**config.mk**
```make
export PLATFORM = sky130hd
export DESIGN_NAME = mpdu_packet_extractor_flat
export DESIGN_NICKNAME = d
export VERILOG_FILES = /design/src/sv/mpe_pkg.sv /design/src/sv/mpe_if.sv /design/src/sv/mpdu_packet_extractor.sv /design/src/flat_wrapper.sv
export SDC_FILE = /design/constraint.sdc
export NUM_CORES = 1
export LEC_CHECK = 0
export ABC_AREA = 1
export BUFFER_PORTS_ARGS = -buffer_cell sky130_fd_sc_hd__buf_2
export CAP_MARGIN = 10
export CORE_UTILIZATION = 45
export DETAILED_ROUTE_END_ITERATION = 10
export PLACE_DENSITY_LB_ADDON = 0.05
export SLEW_MARGIN = 20
export SYNTH_ARGS = -nofsm -noshare
export SYNTH_HDL_FRONTEND = slang
export SYNTH_SLANG_ARGS = --single-unit
```
**constraint.sdc**
```tcl
create_clock -name clk -period 16.1 [get_ports clk]
set_clock_uncertainty 0.15 [all_clocks]
set_input_delay 3.22 -clock clk [delete_from_list [all_inputs] [get_ports clk]]
set_output_delay 3.22 -clock clk [all_outputs]
set_load 0.01 [all_outputs]
```
**src/sv/mpe_pkg.sv**
```systemverilog
// ----------------------------------------------------------------------------
// mpe_pkg: shared types and constants for the M_PDU packet extractor
// Register indexes, field widths, the result entry type and output queue size.
// ----------------------------------------------------------------------------
package mpe_pkg;

  localparam int ZONE_W     = 11;
  localparam int PTRPOS_W   = 10;
  localparam int CFG_DATA_W = 11;
  localparam int POS_W      = 12;
  localparam int FHP_W      = 11;
  localparam int BYTE_W     = 8;

  // Configuration register indexes.
  localparam logic CFG_ZONE_LENGTH      = 1'b0;
  localparam logic CFG_POINTER_POSITION = 1'b1;

  localparam logic [ZONE_W-1:0]   ZONE_LENGTH_RST      = 11'd882;
  localparam logic [PTRPOS_W-1:0] POINTER_POSITION_RST = 10'd8;

  // A first header pointer of all ones marks a frame of continuation data only.
  localparam logic [FHP_W-1:0] FHP_CONT_ONLY = 11'b111_1111_1111;
  localparam logic [POS_W-1:0] POS_MAX       = 12'd4095;

  // Output queue: four entries, so two free slots always exist on accept.
  localparam int QDEPTH = 4;
  localparam int QAW    = $clog2(QDEPTH);
  localparam int QCW    = $clog2(QDEPTH + 1);

  typedef struct packed {
    logic [BYTE_W-1:0] packet_byte;
    logic              packet_last;
    logic              empty_end;
  } res_t;

endpackage

```
**src/sv/mpe_if.sv**
```systemverilog
// ----------------------------------------------------------------------------
// mpe_if: valid/ready channels of the M_PDU packet extractor
// One interface for frame bytes in, one for packet bytes out.
// ----------------------------------------------------------------------------
interface mpe_frame_if;
  logic       valid;
  logic       ready;
  logic [7:0] frame_byte;
  logic       frame_first;

  modport source (output valid, output frame_byte, output frame_first, input ready);
  modport sink   (input valid, input frame_byte, input frame_first, output ready);
endinterface

interface mpe_packet_if;
  logic       valid;
  logic       ready;
  logic [7:0] packet_byte;
  logic       packet_last;
  logic       empty_end;

  modport source (output valid, output packet_byte, output packet_last,
                  output empty_end, input ready);
  modport sink   (input valid, input packet_byte, input packet_last,
                  input empty_end, output ready);
endinterface

```
**src/sv/mpdu_packet_extractor.sv**
```systemverilog
// ----------------------------------------------------------------------------
// mpdu_packet_extractor: first header pointer packet demultiplexer
// Splits fixed-size transfer frames into packets using the 11-bit pointer.
// ----------------------------------------------------------------------------
//
//   Channel      Direction  Handshake     Payload
//   in_frame     in         valid/ready   frame_byte[7:0], frame_first
//   out_packet   out        valid/ready   packet_byte[7:0], packet_last, empty_end
//   cfg_*        in         write enable  cfg_index[0], cfg_data[10:0]
//
// One frame byte is accepted per cycle while in_frame.ready is high. Each byte
// is decided in the cycle it is accepted, and its zero, one or two result
// items are written into a four-entry output queue that drains one item per
// cycle while out_packet.ready is high. in_frame.ready is high while the
// queue has room for two items, so it drops once three items are waiting.
// Reset (synchronous, active low) clears the frame tracking state, the held
// byte and the queue, and loads the configuration defaults (882 and 8).
//
// Each frame byte walks a byte counter. The two bytes at pointer_position
// carry the first header pointer. A frame whose pointer exceeds zone_length
// and is not the continuation code is dropped. Packet bytes pass through a
// one-byte hold-back register so the byte that ends a packet carries
// packet_last; when no byte is held the end is signalled by an empty marker.
module mpdu_packet_extractor
  import mpe_pkg::*;
(
  input  logic                  clk,
  input  logic                  rst_n,
  mpe_frame_if.sink             in_frame,
  mpe_packet_if.source          out_packet,
  input  logic                  cfg_we,
  input  logic                  cfg_index,
  input  logic [CFG_DATA_W-1:0] cfg_data
);

  // Configuration registers.
  logic [ZONE_W-1:0]   zone_length_r;
  logic [PTRPOS_W-1:0] pointer_position_r;

  // Frame tracking state.
  logic [POS_W-1:0]  byte_position_r, byte_position_nxt;
  logic [FHP_W-1:0]  pointer_value_r, pointer_value_nxt;
  logic              frame_accepted_r, frame_accepted_nxt;
  logic              packet_open_r, packet_open_nxt;
  logic [BYTE_W-1:0] held_byte_r, held_byte_nxt;
  logic              held_valid_r, held_valid_nxt;

  // Output queue.
  res_t           queue_r [QDEPTH];
  logic [QAW-1:0] wr_ptr_r, rd_ptr_r;
  logic [QCW-1:0] count_r;

  logic in_acc, out_acc;

  assign in_frame.ready = (count_r <= QCW'(QDEPTH - 2));
  assign in_acc         = in_frame.valid && in_frame.ready;
  assign out_acc        = out_packet.valid && out_packet.ready;

  // Per-byte decision.
  logic [POS_W-1:0] pos, pp_ext, zone_idx1;
  logic [FHP_W-1:0] fhp_low;
  logic             fa_cur;
  logic             at_ptr_hi, at_ptr_lo, in_zone;
  logic             do_push, do_end;
  logic             hv_after_push;
  logic [BYTE_W-1:0] hb_after_push;
  res_t             res_a, res_b;
  logic             emit_a, emit_b;

  always_comb begin
    pos       = in_frame.frame_first ? '0 : byte_position_r;
    pp_ext    = POS_W'(pointer_position_r);
    fa_cur    = in_frame.frame_first ? 1'b0 : frame_accepted_r;
    at_ptr_hi = (pos == pp_ext);
    at_ptr_lo = (pos == pp_ext + POS_W'(1));
    in_zone   = (pos >= pp_ext + POS_W'(2));
    // Zone index plus one: the pointer counts zone bytes from zero.
    zone_idx1 = pos - pp_ext - POS_W'(1);
    fhp_low   = {pointer_value_r[FHP_W-1:BYTE_W], in_frame.frame_byte};

    pointer_value_nxt  = pointer_value_r;
    frame_accepted_nxt = fa_cur;
    packet_open_nxt    = packet_open_r;
    do_push            = 1'b0;
    do_end             = 1'b0;

    priority if (at_ptr_hi) begin
      pointer_value_nxt  = {in_frame.frame_byte[2:0], {BYTE_W{1'b0}}};
      frame_accepted_nxt = 1'b0;
    end else if (at_ptr_lo) begin
      pointer_value_nxt  = fhp_low;
      frame_accepted_nxt = (fhp_low <= zone_length_r) || (fhp_low == FHP_CONT_ONLY);
      if (frame_accepted_nxt && (fhp_low == '0)) begin
        do_end          = packet_open_r;
        packet_open_nxt = 1'b1;
      end
    end else if (in_zone && fa_cur && (zone_idx1 <= POS_W'(zone_length_r))) begin
      // The byte just before the pointer closes the open packet.
      if ((pointer_value_r != FHP_CONT_ONLY) &&
          (zone_idx1 == POS_W'(pointer_value_r))) begin
        do_push         = packet_open_r;
        do_end          = packet_open_r;
        packet_open_nxt = 1'b1;
      end else begin
        do_push = packet_open_r;
      end
    end else begin
      // Bytes ahead of the pointer, past the zone, or in a dropped frame.
    end

    hv_after_push = held_valid_r | do_push;
    hb_after_push = do_push ? in_frame.frame_byte : held_byte_r;
    held_byte_nxt = hb_after_push;
    held_valid_nxt = do_end ? 1'b0 : hv_after_push;

    // A push releases the previously held byte; an end flushes the holder.
    emit_a = do_push && held_valid_r;
    res_a  = '{packet_byte: held_byte_r, packet_last: 1'b0, empty_end: 1'b0};
    emit_b = do_end;
    res_b  = hv_after_push ?
             '{packet_byte: hb_after_push, packet_last: 1'b1, empty_end: 1'b0} :
             '{packet_byte: '0, packet_last: 1'b1, empty_end: 1'b1};

    byte_position_nxt = (pos < POS_MAX) ? pos + POS_W'(1) : POS_MAX;
  end

  // Queue write ordering: the released held byte goes ahead of the end item.
  res_t           wr0, wr1;
  logic [1:0]     n_wr;
  always_comb begin
    wr0  = emit_a ? res_a : res_b;
    wr1  = res_b;
    n_wr = in_acc ? (2'(emit_a) + 2'(emit_b)) : 2'd0;
  end

  always_ff @(posedge clk) begin
    if (!rst_n) begin
      zone_length_r      <= ZONE_LENGTH_RST;
      pointer_position_r <= POINTER_POSITION_RST;
    end else if (cfg_we) begin
      unique case (cfg_index)
        CFG_ZONE_LENGTH:      zone_length_r      <= cfg_data[ZONE_W-1:0];
        CFG_POINTER_POSITION: pointer_position_r <= cfg_data[PTRPOS_W-1:0];
        default:              ;
      endcase
    end
  end

  always_ff @(posedge clk) begin
    if (!rst_n) begin
      byte_position_r  <= '0;
      pointer_value_r  <= '0;
      frame_accepted_r <= 1'b0;
      packet_open_r    <= 1'b0;
      held_byte_r      <= '0;
      held_valid_r     <= 1'b0;
    end else if (in_acc) begin
      byte_position_r  <= byte_position_nxt;
      pointer_value_r  <= pointer_value_nxt;
      frame_accepted_r <= frame_accepted_nxt;
      packet_open_r    <= packet_open_nxt;
      held_byte_r      <= held_byte_nxt;
      held_valid_r     <= held_valid_nxt;
    end
  end

  always_ff @(posedge clk) begin
    if (!rst_n) begin
      wr_ptr_r <= '0;
      rd_ptr_r <= '0;
      count_r  <= '0;
    end else begin
      wr_ptr_r <= wr_ptr_r + QAW'(n_wr);
      rd_ptr_r <= rd_ptr_r + QAW'(out_acc);
      count_r  <= count_r + QCW'(n_wr) - QCW'(out_acc);
    end
  end

  always_ff @(posedge clk) begin
    if (n_wr != 2'd0) begin
      queue_r[wr_ptr_r] <= wr0;
    end
    if (n_wr == 2'd2) begin
      queue_r[wr_ptr_r + QAW'(1)] <= wr1;
    end
  end

  assign out_packet.valid       = (count_r != '0);
  assign out_packet.packet_byte = queue_r[rd_ptr_r].packet_byte;
  assign out_packet.packet_last = queue_r[rd_ptr_r].packet_last;
  assign out_packet.empty_end   = queue_r[rd_ptr_r].empty_end;

endmodule

```
**src/flat_wrapper.sv**
```systemverilog
// flat-port wrapper written by rule: the top's interface ports become plain ports
module mpdu_packet_extractor_flat import mpe_pkg::*;
  (clk, rst_n, cfg_we, cfg_index, cfg_data, in_frame_valid, in_frame_frame_byte, in_frame_frame_first, in_frame_ready, out_packet_valid, out_packet_packet_byte, out_packet_packet_last, out_packet_empty_end, out_packet_ready);
  mpe_frame_if in_frame_i ();
  mpe_packet_if out_packet_i ();
  input  logic clk;
  input  logic rst_n;
  input  logic cfg_we;
  input  logic cfg_index;
  input  logic [CFG_DATA_W-1:0] cfg_data;
  input wire logic [$bits(in_frame_i.valid)-1:0] in_frame_valid;
  input wire logic [$bits(in_frame_i.frame_byte)-1:0] in_frame_frame_byte;
  input wire logic [$bits(in_frame_i.frame_first)-1:0] in_frame_frame_first;
  output wire logic [$bits(in_frame_i.ready)-1:0] in_frame_ready;
  output wire logic [$bits(out_packet_i.valid)-1:0] out_packet_valid;
  output wire logic [$bits(out_packet_i.packet_byte)-1:0] out_packet_packet_byte;
  output wire logic [$bits(out_packet_i.packet_last)-1:0] out_packet_packet_last;
  output wire logic [$bits(out_packet_i.empty_end)-1:0] out_packet_empty_end;
  input wire logic [$bits(out_packet_i.ready)-1:0] out_packet_ready;
  assign in_frame_i.valid = in_frame_valid;
  assign in_frame_i.frame_byte = in_frame_frame_byte;
  assign in_frame_i.frame_first = in_frame_frame_first;
  assign in_frame_ready = in_frame_i.ready;
  assign out_packet_valid = out_packet_i.valid;
  assign out_packet_packet_byte = out_packet_i.packet_byte;
  assign out_packet_packet_last = out_packet_i.packet_last;
  assign out_packet_empty_end = out_packet_i.empty_end;
  assign out_packet_i.ready = out_packet_ready;
  mpdu_packet_extractor u_core (.clk(clk), .rst_n(rst_n), .in_frame(in_frame_i), .out_packet(out_packet_i), .cfg_we(cfg_we), .cfg_index(cfg_index), .cfg_data(cfg_data));
endmodule
```
# --- Word level (Yosys, flattened, before mapping) ---
# Memory sizes are Yosys's and may differ from the RTL's. A register that Yosys moved wholly into a read port is not among the register bits.
# Index checks and enable logic that the tools add are counted.
totals:
  output_inout_bits: 12
  mem_count: 1
  wordCells: 87
  mem_bits_rw: 40
  reg_bits: 62
  inputBits: 26
memory_table:
  columns: ["memory", "depth", "word_bits", "read_ports", "rd_clocked_by_memory_dff", "wr", "line", "rtl"]
  rows:
  - ["u_core.queue_r", 4, 10, 1, 1, 2, "mpdu_packet_extractor.sv:49", "res_t queue_r [QDEPTH];"]
classes:
  n_mux: 29
  reduce_logical: 19
  addsub: 11
  n_lt_le_gt_ge: 5
  bitwise: 3
  eq_ne: 7
op_table:
  columns: ["op", "n"]
  rows:
  - ["$mux 12", 2]
  - ["$mux 1", 20]
  - ["$mux 10", 2]
  - ["$mux 8", 2]
  - ["$add 12x1->12 const B", 1]
  - ["$eq 12x10->1", 1]
  - ["$eq 12x11->1", 1]
  - ["$eq 12x12->1", 1]
  - ["$ge 12x12->1", 1]
  - ["$le 12x11->1", 1]
  - ["$lt 12x12->1 const B", 1]
  - ["$sub 12x1->12 const B", 1]
  - ["$sub 12x10->12", 1]
  - ["$add 10x1->11 const B", 1]
  - ["$add 10x2->11 const B", 1]
  - ["$eq 11x11->1 const B", 1]
  - ["$le 11x11->1", 1]
  - ["$logic_not 11->1", 1]
  - ["$mux 11", 1]
  - ["$ne 11x11->1 const B", 1]
  - ["$reduce_and 2->1", 4]
  - ["$reduce_bool 2->1", 4]
  - ["$logic_and 1x1->1", 7]
  - ["$reduce_and 5->1", 1]
  - ["other kinds (14)", 16]

# --- Longest topological paths before layout ---
depth:
  depth_word: 14
  depth_mapped: 38
  ltp_nobuf: 36

# --- Worst setup path before layout ---
# OpenSTA, ideal clock, no wires.
synth_timing:
  kind: "input to register"
  from: "input port in_frame_frame_first"
  to: "memory u_core.queue_r[1][0] in the netlist's numbering, enable pin"
  arrival_time_ns: 7.213
  slack_ns: 8.398
  n_path_buf: 2
  t_required_ns: 15.611
  setup_time_ns: 0.339
  path_stages: 28
  path_cell_list: "inv_2 buf_8 nand2_2 inv_1 ha_1 a21oi_1 nor2_1 a211oi_1 nand2_1 nand2_1 nand2_1 ha_1 nand2_1 nor4_1 nand4_1 nand2_1 nand2_2 nor2_8 buf_6 nand4_1 nand2_1 ha_1 inv_1 nor2_1 nor2_1 nor3_2 inv_1 nand2_1"
synth_rtl:
  columns: ["element", "line", "rtl"]
  rows:
  - ["start, declared", "flat_wrapper.sv:13", "input wire logic [$bits(in_frame_i.frame_first)-1:0] in_frame_frame_first;"]
  - ["end, declared", "mpdu_packet_extractor.sv:49", null]

==> run summary <==
The run finished with clean final reports. The post-synthesis compound-gate area fraction works out to 0.1774. The number of buffers created by CTS was 9; the minimum clock period was 8.353 ns. Entering global routing, the biggest net connects 45 pins. For this run, the leading register cell type out of synthesis is sky130_fd_sc_hd__dfxtp_1.

The largest individual stage delay along the critical path comes from the cell sky130_fd_sc_hd__nor3_2. At the pin with the least slew margin, the transition time is 0.8238 ns. The longest clock path from root to sink contains 2 buffers.

Total number of vias: 6399. Count of endpoints failing hold in the final timing report: 0. At the end of the flow, the number of nets in the layout was 1078. Setup repair after global routing left no endpoint under its margin. Sorting the synthesized cells by area gives the leading types as sky130_fd_sc_hd__dfxtp_1 (19%), sky130_fd_sc_hd__edfxtp_1 (15%), sky130_fd_sc_hd__nand2_1 (11%). After routing the design area is 7649 um^2.

The worst-case IR drop observed on VDD is 0.00004876 V. The number of violations reported at the end of detailed-routing iteration 0 came out at 647. Mean instance size in the synthesized netlist: 7.184 um^2. sky130_fd_sc_hd__dfxtp_1 takes more of the synthesized area than any other cell. The run gives 0.9241 as the final weighted congestion in routability-driven placement. The maximum fanout encountered on the critical timing path was 18; the routed wire length was 19860 um. For the worst setup path, the data required time is 15.97 ns. The highest metal layer used by the detailed router was met4.

The count of nets left with antenna violations once routing finished came out at 0. The routed design uses 674 um of met3 wire. The iteration count of the initial detailed-routing pass is 5.

In this run the standard cell core region covers 15200 um^2. The logs give 9210 um for the length of routed wiring on met1 and 38 for the I/O pin count. The XOR/XNOR share of the synthesized area works out to 0.03244. In the layout the commonest cells are sky130_fd_sc_hd__nand2_1 (213), sky130_fd_sc_hd__inv_1 (144), sky130_fd_sc_hd__o21ai_0 (90), sky130_fd_sc_hd__nor2_1 (72), sky130_fd_sc_hd__dfxtp_1 (66). The number of vias per cell after detailed routing was 5.350; the cell row count was 45.

The critical path is of the primary input to flip-flop type. The tree is rooted in a sky130_fd_sc_hd__clkbuf_16. The clock reaches the later pin of the worst-skew pair after 0.36 ns. Measured along the y axis, the die boundary spans 126.9 um. The async set-reset flop share out of synthesis is 0, and the maximum cell stage delay along the critical path is 0.43 ns.

Counting flops and latches in the post-synthesis netlist gives 102. The netlist area before placement came out at 7019 um^2. The count of cells resized by post-cts repair was 0. The multiplexer share of the synthesized area came out at 0. For the number of global-route vias before repair, the log shows 5907. The layout has 1566 filler cells. Summed over all failing endpoints, the final setup total negative slack is 0 ns. STA classifies the critical path startpoint as a primary input.

The synthesized netlist cell count is 977. The power density over the cells was 107.7 nW/um^2. The floorplan step set the die width to 126.9 um.

Most frequent cell on the critical path: sky130_fd_sc_hd__nand2_1. After detailed placement, the total cell area comes to 7341 um^2. The tools report the sequential-to-total area share from yosys stat as 0.3422.

The number of violations of the max-capacitance limit is 0, and the residual overflow from global routing is 0. Counting flops with a built-in enable in the synthesized netlist gives 36. STA classifies the critical path endpoint as a flip-flop. The critical path contains buffers and inverters numbering 6 combined.

The final non-filler cell total came out at 1196. After clock tree synthesis, the flow added hold-fix buffers numbering 0. Compared with the post-synthesis result, the final layout area differs by 8.966%.

STA puts the critical path data arrival time at 8.22 ns. The path category of the worst min-delay check is flip-flop to flip-flop. The max-slew violation count came out at 0. TritonCTS built the clock tree. The die covers 16100 um^2. The number of antenna violations at the first check in global routing was 0; the wire length per cell after detailed routing was 16.60 um.

The H-tree depth came out at 3. Counting every net in the synthesized netlist gives 1052. Counting distinct cell types in the post-synthesis netlist gives 48.

The adder-cell share of the synthesized area works out to 0.08841. The static power due to leakage was 3.528 nW. In the routed design, unresolved DRC markers number 0. The count of buffers from port buffering works out to 37. The number of antenna diodes in the final layout is 0.

The cell family with the largest share of critical-path delay is simple AND/OR/NAND/NOR gates. After synthesis, the largest family of logic cells by area is simple AND/OR/NAND/NOR gates. Overall routing resource usage: 0.2550. Most frequent standard cell in the layout excluding fill and tap cells: sky130_fd_sc_hd__nand2_1. Including well taps, the total number of placed cells is 1180.

The tree built by TritonCTS fans out to 102 sinks. The first global-routing pass estimated 31420 um of wire. The simple-gate share of the synthesized area was 0.2620; the share of layout cells above drive strength 1 was 0.1052. Setup violations remaining at the end of the flow were counted as 0. During synthesis, Yosys emitted a total of 0 warnings. The wire-length estimate of the detail-placed layout is 15540 um. After clock tree synthesis, the setup repair step added 0 buffers.

Clock-pin slew was measured on the worst setup and hold paths at 0.07 ns. Timing-limited maximum frequency: 0.1197 GHz. The post-route fraction of the period consumed by the critical path came out at 0.5188.

Detailed routing placed a total of 9530 um of wire on met2. The tightest slew margin relative to the limit is 0.4495, and the initial core utilization is 0.4617. The area fraction of the dominant cell type after synthesis was 0.1882.
Yosys cell counts, types with 2 or more instances:
cell,number
sky130_fd_sc_hd__inv_1,144
sky130_fd_sc_hd__nand2_1,213
sky130_fd_sc_hd__nand3_2,3
sky130_fd_sc_hd__nor2_2,2
sky130_fd_sc_hd__clkinv_1,2
sky130_fd_sc_hd__dfxtp_1,66
sky130_fd_sc_hd__nand4_1,12
sky130_fd_sc_hd__o211ai_1,12
sky130_fd_sc_hd__o21ai_0,90
sky130_fd_sc_hd__buf_1,2
sky130_fd_sc_hd__o21ai_1,11
sky130_fd_sc_hd__nand2_2,13
sky130_fd_sc_hd__xnor2_1,6
sky130_fd_sc_hd__nand2_4,7
sky130_fd_sc_hd__nand3_1,53
sky130_fd_sc_hd__a21oi_1,65
sky130_fd_sc_hd__a21boi_0,2
sky130_fd_sc_hd__o21ai_2,10
sky130_fd_sc_hd__nor4_1,3
sky130_fd_sc_hd__ha_1,48
sky130_fd_sc_hd__o221ai_1,8
sky130_fd_sc_hd__nand3b_1,2
sky130_fd_sc_hd__a211oi_1,3
sky130_fd_sc_hd__edfxtp_1,36
sky130_fd_sc_hd__nor2_1,72
sky130_fd_sc_hd__xor2_1,20
sky130_fd_sc_hd__nor3_1,10
sky130_fd_sc_hd__nor3_2,5
sky130_fd_sc_hd__a31oi_1,3
sky130_fd_sc_hd__o22ai_1,14
sky130_fd_sc_hd__clkbuf_1,18
sky130_fd_sc_hd__inv_2,6
per-layer routing:
layer | vias up | track usage
met2 | 156 | 0.4392
met4 | 0 | 0.08894
met3 | 30 | 0.02741
met1 | 2902 | 0.3316
met5 | - | 0
li1 | 3311 | -
power breakdown:
part / switching (W) / total, W / internal (W)
sequential: 0.0000162 / 0.000300 / 0.000284
combinational: 0.000189 / 0.000290 / 0.000101
clock: 0.000107 / 0.000233 / 0.000126
total: 0.000311 / 0.000823 / 0.000512
flip-flops by register name, summed over array words and instances (netlist names):
register,cells
u_core.zone_length_r,11
u_core.byte_position_r,12
u_core.held_byte_r,8
u_core.pointer_position_r,10
u_core.held_valid_r,1
u_core.queue_r,40
u_core.frame_accepted_r,1
u_core.wr_ptr_r,2
u_core.rd_ptr_r,2
u_core.count_r,3
u_core.pointer_value_r,11
u_core.packet_open_r,1
final timing paths:
kind	endpoint	cells after the start	start	slack [ns]
min reg2reg	u_core.queue_r[3][1]	2	u_core.queue_r[3][1]	0.34
max reg2reg	u_core.queue_r[0][2]	29	u_core.pointer_position_r[1]	10.59
min	u_core.queue_r[3][1]	2	u_core.queue_r[3][1]	0.34
max	u_core.queue_r[0][2]	27	in_frame_frame_first	7.75
kinds of logic (layout without fill, tap and decap cells):
| logic type | after synthesis | count (layout) |
|---|---|---|
| AND/OR/NAND/NOR | 403 | 403 |
| AO/OA/AOI/OAI | 221 | 221 |
| buffers and inverters | 176 | 207 |
| flip-flops | 102 | 102 |
| adder cells (fa/ha/maj) | 49 | 49 |
| XOR/XNOR | 26 | 26 |
final cells by class:
type / count / area [um^2] / area share
clock inverters: 6 / 68.82 / 0.008997
repair buffers: 39 / 200.2 / 0.02617
inverters: 152 / 570.5 / 0.07460
well taps: 188 / 235.2 / 0.03075
clock buffers: 10 / 239.0 / 0.03124
multi-input cells: 699 / 3933 / 0.5141
flip-flops and latches: 102 / 2402 / 0.3141
through the flow:
stage / worst slack [ns] / util / total power, W / hold slack [ns]
after floorplan: 8.398 / - / 0.0005076 / 0.2934
final: 7.747 / 0.5031 / 0.0008234 / 0.3437
after global routing: 7.327 / 0.5031 / 0.0008800 / 0.3733
after global placement: 7.592 / 0.4829 / 0.0005964 / 0.3151
after CTS: 7.779 / 0.5031 / 0.0008280 / 0.3430
after detailed placement: 7.436 / 0.4829 / 0.0005968 / 0.3275
worst reg2reg max path: cells and delay by family, from the launching register on:
family	cells	cell delay (ns)
buffers and inverters	6	0.61
adders and majority gates	3	0.60
DFF	1	0.43
and+or+nand+nor	20	3.37
Power figures use the tool's default switching activity.
